### src/rtl/core/swsa_pkg.sv
// ----------------------------------------------------------------------------
// swsa_pkg
// Shared types and constants of the sliding-window sender control block.
// ----------------------------------------------------------------------------
package swsa_pkg;

  localparam int MaxWindowDefault = 1024;

  localparam logic [1:0] CmdAck   = 2'd0;
  localparam logic [1:0] CmdSend  = 2'd1;
  localparam logic [1:0] CmdCheck = 2'd2;

  localparam logic [1:0] ReasonNone    = 2'd0;
  localparam logic [1:0] ReasonTimeout = 2'd1;
  localparam logic [1:0] ReasonFast    = 2'd2;

  localparam logic [2:0] RegWindow     = 3'd0;
  localparam logic [2:0] RegAlpha      = 3'd1;
  localparam logic [2:0] RegBeta       = 3'd2;
  localparam logic [2:0] RegMinDev     = 3'd3;
  localparam logic [2:0] RegInitRto    = 3'd4;
  localparam logic [2:0] RegMaxTimeout = 3'd5;
  localparam logic [2:0] RegInitCredit = 3'd6;

  localparam logic [31:0] RttReset = 32'd256000;

  // One request to the shared multiply-accumulate unit.
  typedef struct packed {
    logic        start;
    logic        clear;
    logic [8:0]  gain;
    logic [31:0] operand;
  } swsa_mac_req_t;

endpackage

### src/rtl/core/swsa_mac.sv
// ----------------------------------------------------------------------------
// swsa_mac
// Shared multiply-accumulate unit: acc <= (clear ? 0 : acc) + gain * operand.
// ----------------------------------------------------------------------------
module swsa_mac (
  input  logic                   clk,
  input  swsa_pkg::swsa_mac_req_t req,
  output logic [41:0]            acc
);

  always_ff @(posedge clk) begin
    if (req.start) begin
      acc <= (req.clear ? 42'd0 : acc) + 42'({1'b0, req.gain} * req.operand);
    end
  end

endmodule

### config.mk
export PLATFORM = sky130hd
export DESIGN_NAME = swsa_mac
export DESIGN_NICKNAME = d
export VERILOG_FILES = /design/src/rtl/core/swsa_pkg.sv /design/src/rtl/core/swsa_mac.sv
export SDC_FILE = /design/constraint.sdc
export NUM_CORES = 1
export LEC_CHECK = 0
export BUFFER_PORTS_ARGS = -buffer_cell sky130_fd_sc_hd__clkbuf_2
export CAP_MARGIN = 25
export CORE_MARGIN = 4
export CORE_UTILIZATION = 66
export DETAILED_ROUTE_END_ITERATION = 10
export PLACE_DENSITY = 0.86
export SYNTH_ARGS = -nofsm -noshare
export SYNTH_HDL_FRONTEND = slang
export SYNTH_SLANG_ARGS = --single-unit
### constraint.sdc
create_clock -name clk -period 10.4 [get_ports clk]
set_clock_uncertainty 0.05 [all_clocks]
set_input_delay 1.56 -clock clk [delete_from_list [all_inputs] [get_ports clk]]
set_output_delay 1.56 -clock clk [all_outputs]
set_load 0.01 [all_outputs]
==> impl_summary.log <==
[metrics] post-synth top area cell: fa_1
[metrics] highest-count cells in the layout ignoring fill and taps: fa_1, inv_1, and2_1
[metrics] DRC marker count from the first detailed-route iteration: 677
[metrics] gpl congestion: 0.9921
[metrics] CTS root buf: clkbuf_16
[metrics] number of sinks handled by clock tree synthesis: 42
[metrics] CTS hold repair buffers: 0
[metrics] Net count, final: 1,647
[metrics] warnings from Yosys: 0
[metrics] Unique masters post-synth: 47
[metrics] Initial Utilization: 67.25%
[metrics] flip-flop count of the largest register, all copies and words added: 42
[metrics] detailed-routing iteration count for the pre-antenna-repair pass: 5
[metrics] Area growth syn-to-layout: 6.067%
[metrics] Crit path required time: 10.39 ns
[metrics] maximum clock frequency: 138.7 MHz
[metrics] worst-path maximum fanout: 32
[metrics] result of the run: complete, no violations
[metrics] Least-Margin Pin Slew: 0.7929 ns
[metrics] postcts setup bufs: 0
[metrics] number of global-route vias before repair: 9,482
[metrics] startpoint types: primary input
[metrics] CTS tree: yes
[metrics] Gates resized, CTS repair: 0
[metrics] fraction of final layout cells sized beyond drive strength 1: 8.003%
[metrics] leading register cell type out of synthesis: edfxtp_1
[metrics] RSZ-0062 raised after global routing: no
[metrics] routed via count divided by cell count: 5.759
[metrics] die area: 19,810 um2
[metrics] detailed-route DRC error count: 0
[metrics] critical register-to-register path startpoint: acc[1]$_DFFE_PP_
[metrics] vertical extent of the die: 140.8 um
[metrics] Post-DP HPWL: 22.01 mm
[metrics] io pins: 86
[metrics] Max transition margin: 47.14%
[metrics] final-layout fill cell count: 1,268
[metrics] Area contributors post-synth: fa_1, edfxtp_1, and2_1, inv_1, ha_1
[metrics] ordered cell list for the critical path: clkbuf_2, nand2_1, fa_1, inv_1, fa_1, fa_1, fa_1, inv_1, fa_1, inv_1, ha_1, nand4_1, nor3_1, o21ai_1, a221oi_2, nor2_2, o31ai_4, a2111oi_0, or3_1
[metrics] worst reg2reg setup slack: 6.72 ns
[metrics] Mapped Cells: 1,235
[metrics] diodes inserted: 0
[metrics] highest-delay cell along the critical path: clkbuf_2
[metrics] Period minus WS final: 7.212 ns
[metrics] CTS HTree Levels: 2
[metrics] count of input and output buffers: 85
[metrics] maximum number of pins on one net before global-route repair: 43
[metrics] synthesized cell area: 11,630 um2
[metrics] worst-skew pair later-pin latency: 0.29 ns
[metrics] total routing usage reported by global routing: 29.22%
[metrics] first-pass GRT wire length: 46.74 mm
[metrics] Post-Synthesis Net Count: 1,596
[metrics] final hold violation count: 0
[metrics] Mapped Avg Cell Area: 9.418 um2
[metrics] residual antenna-violating net count after detailed routing: 0
[metrics] share of Yosys cell area claimed by the top area cell type: 42.69%
[metrics] worst-case reg-to-reg path depth: 12
[metrics] endpoint of the most critical register-to-register path: acc[35]$_DFFE_PP_
[metrics] fraction of registers with async set or reset after synthesis: 0%
[metrics] register name with the most flops: acc
[metrics] biggest registers after layout: acc (42)
[metrics] Clock transition at path regs: 0.07 ns
[metrics] portion of the post-synthesis area used by sequential elements: 10.84%
[metrics] portion of the clock cycle consumed by the worst path in the final layout: 69.35%
[metrics] capturing element type of the critical path: flop
[metrics] wire length per cell: 17.78 um
[metrics] number of flip-flops and latches in the synthesized netlist: 42
[metrics] CP arrival: 7.20 ns
[metrics] most prevalent standard cell on the critical path: fa_1
[metrics] Remaining Overflow, GRT: 0
[metrics] number of endpoints failing setup at the final stage: 0
[metrics] Crit Path Category: primary input to flop
[metrics] max-cap violation count: 0
[metrics] routed wire length: 26.88 mm
[metrics] final number of max-transition violations: 0
[metrics] termination of the worst setup path: acc[41]$_DFFE_PP_
[metrics] commonest non-fill, non-tap cell in the layout: fa_1
[metrics] Crit path largest cell delay: 0.57 ns
[metrics] floorplan row count: 48
[metrics] kind of path behind the tightest hold check: flop to flop
[metrics] routed vias: 8,707
[metrics] number of antenna violations at the first check in global routing: 0
[metrics] start point of the critical path: req[33]
[metrics] area of the core region: 17,300 um2
[metrics] total negative slack: 0 ns
[metrics] number of enable-type register cells in the synthesized netlist: 42
[metrics] TritonCTS Buffers: 5
[metrics] buffers from clock root to sink, at most: 2
[metrics] width of the chip: 140.8 um
-- cells in the mapped netlist, drive strengths merged (2+ instances only) --
library cell / count
a2111oi: 3
a211oi: 5
a21boi: 2
a21o: 32
a21oi: 43
a221o: 2
a221oi: 2
a31oi: 6
a41oi: 2
and2: 173
and3: 6
and4: 2
buf: 6
clkbuf: 36
edfxtp: 42
fa: 248
ha: 69
inv: 246
nand2: 147
nand2b: 42
nand3: 4
nand4: 7
nor2: 15
nor2b: 8
nor3: 7
nor3b: 2
o211ai: 3
o21a: 2
o21ai: 17
o21bai: 7
o22ai: 2
o31ai: 2
or3: 2
xnor2: 26
xor2: 13
-- critical path: cells and delay by family --
kind                     cells  cell delay [ns]
AND/OR/NAND/NOR              5             1.00
buffers and inverters        4             0.75
AO/OA/AOI/OAI                4             0.91
adder cells (fa/ha/maj)      6             2.95
-- final cells by class --
| cell class | instances | area (um2) | share of cell area, % |
|---|---|---|---|
| Inverter | 246 | 923.4 | 7.485 |
| Multi-Input combinational cell | 905 | 9276 | 75.19 |
| Clock inverter | 3 | 23.77 | 0.1927 |
| Timing Repair Buffer | 86 | 445.4 | 3.611 |
| Sequential cell | 42 | 1261 | 10.22 |
| Clock buffer | 5 | 125.1 | 1.014 |
| Tap cell | 225 | 281.5 | 2.282 |
-- worst min-delay path by stage --
stage	startpoint	endpoint	slack (ns)	cells past startpoint
floorplan	acc[0]$_DFFE_PP_	acc[0]$_DFFE_PP_	0.68	2
global placement	acc[0]$_DFFE_PP_	acc[0]$_DFFE_PP_	0.63	2
detailed placement	acc[0]$_DFFE_PP_	acc[0]$_DFFE_PP_	0.65	2
CTS	acc[0]$_DFFE_PP_	acc[0]$_DFFE_PP_	0.67	2
global route	acc[0]$_DFFE_PP_	acc[0]$_DFFE_PP_	0.73	2
finish	acc[0]$_DFFE_PP_	acc[0]$_DFFE_PP_	0.67	2
-- per-layer routing --
layer,global-route usage (%),part of all wire [%]
met4,9.281,2.7
met2,47.91,49
met3,3.630,8.1
met1,41.21,40
met5,0,0
-- logic make-up after synthesis --
logic type      share of synthesized area [%]
flops                                   10.84
simple gates                            19.00
fa+ha+maj                               50.11
compound gates                          7.713
xor+xnor                                2.937
buf+inv                                 9.402
-- per-stage QoR --
stage	instance area (um2)	setup slack [ns]	utilization (%)	instances	hold WS, ns
global route	12340	2.805	71.33	1512	0.7301
global placement	12170	2.972	70.35	1503	0.6293
detailed placement	12190	2.900	70.46	1504	0.6538
CTS	12340	3.171	71.33	1512	0.6747
finish	12340	3.188	71.33	1512	0.6702
floorplan	11630	3.664	-	1235	0.6785
Power is not shown: default switching activity piles up to over one toggle a cycle in this logic, so the estimate is an artifact.
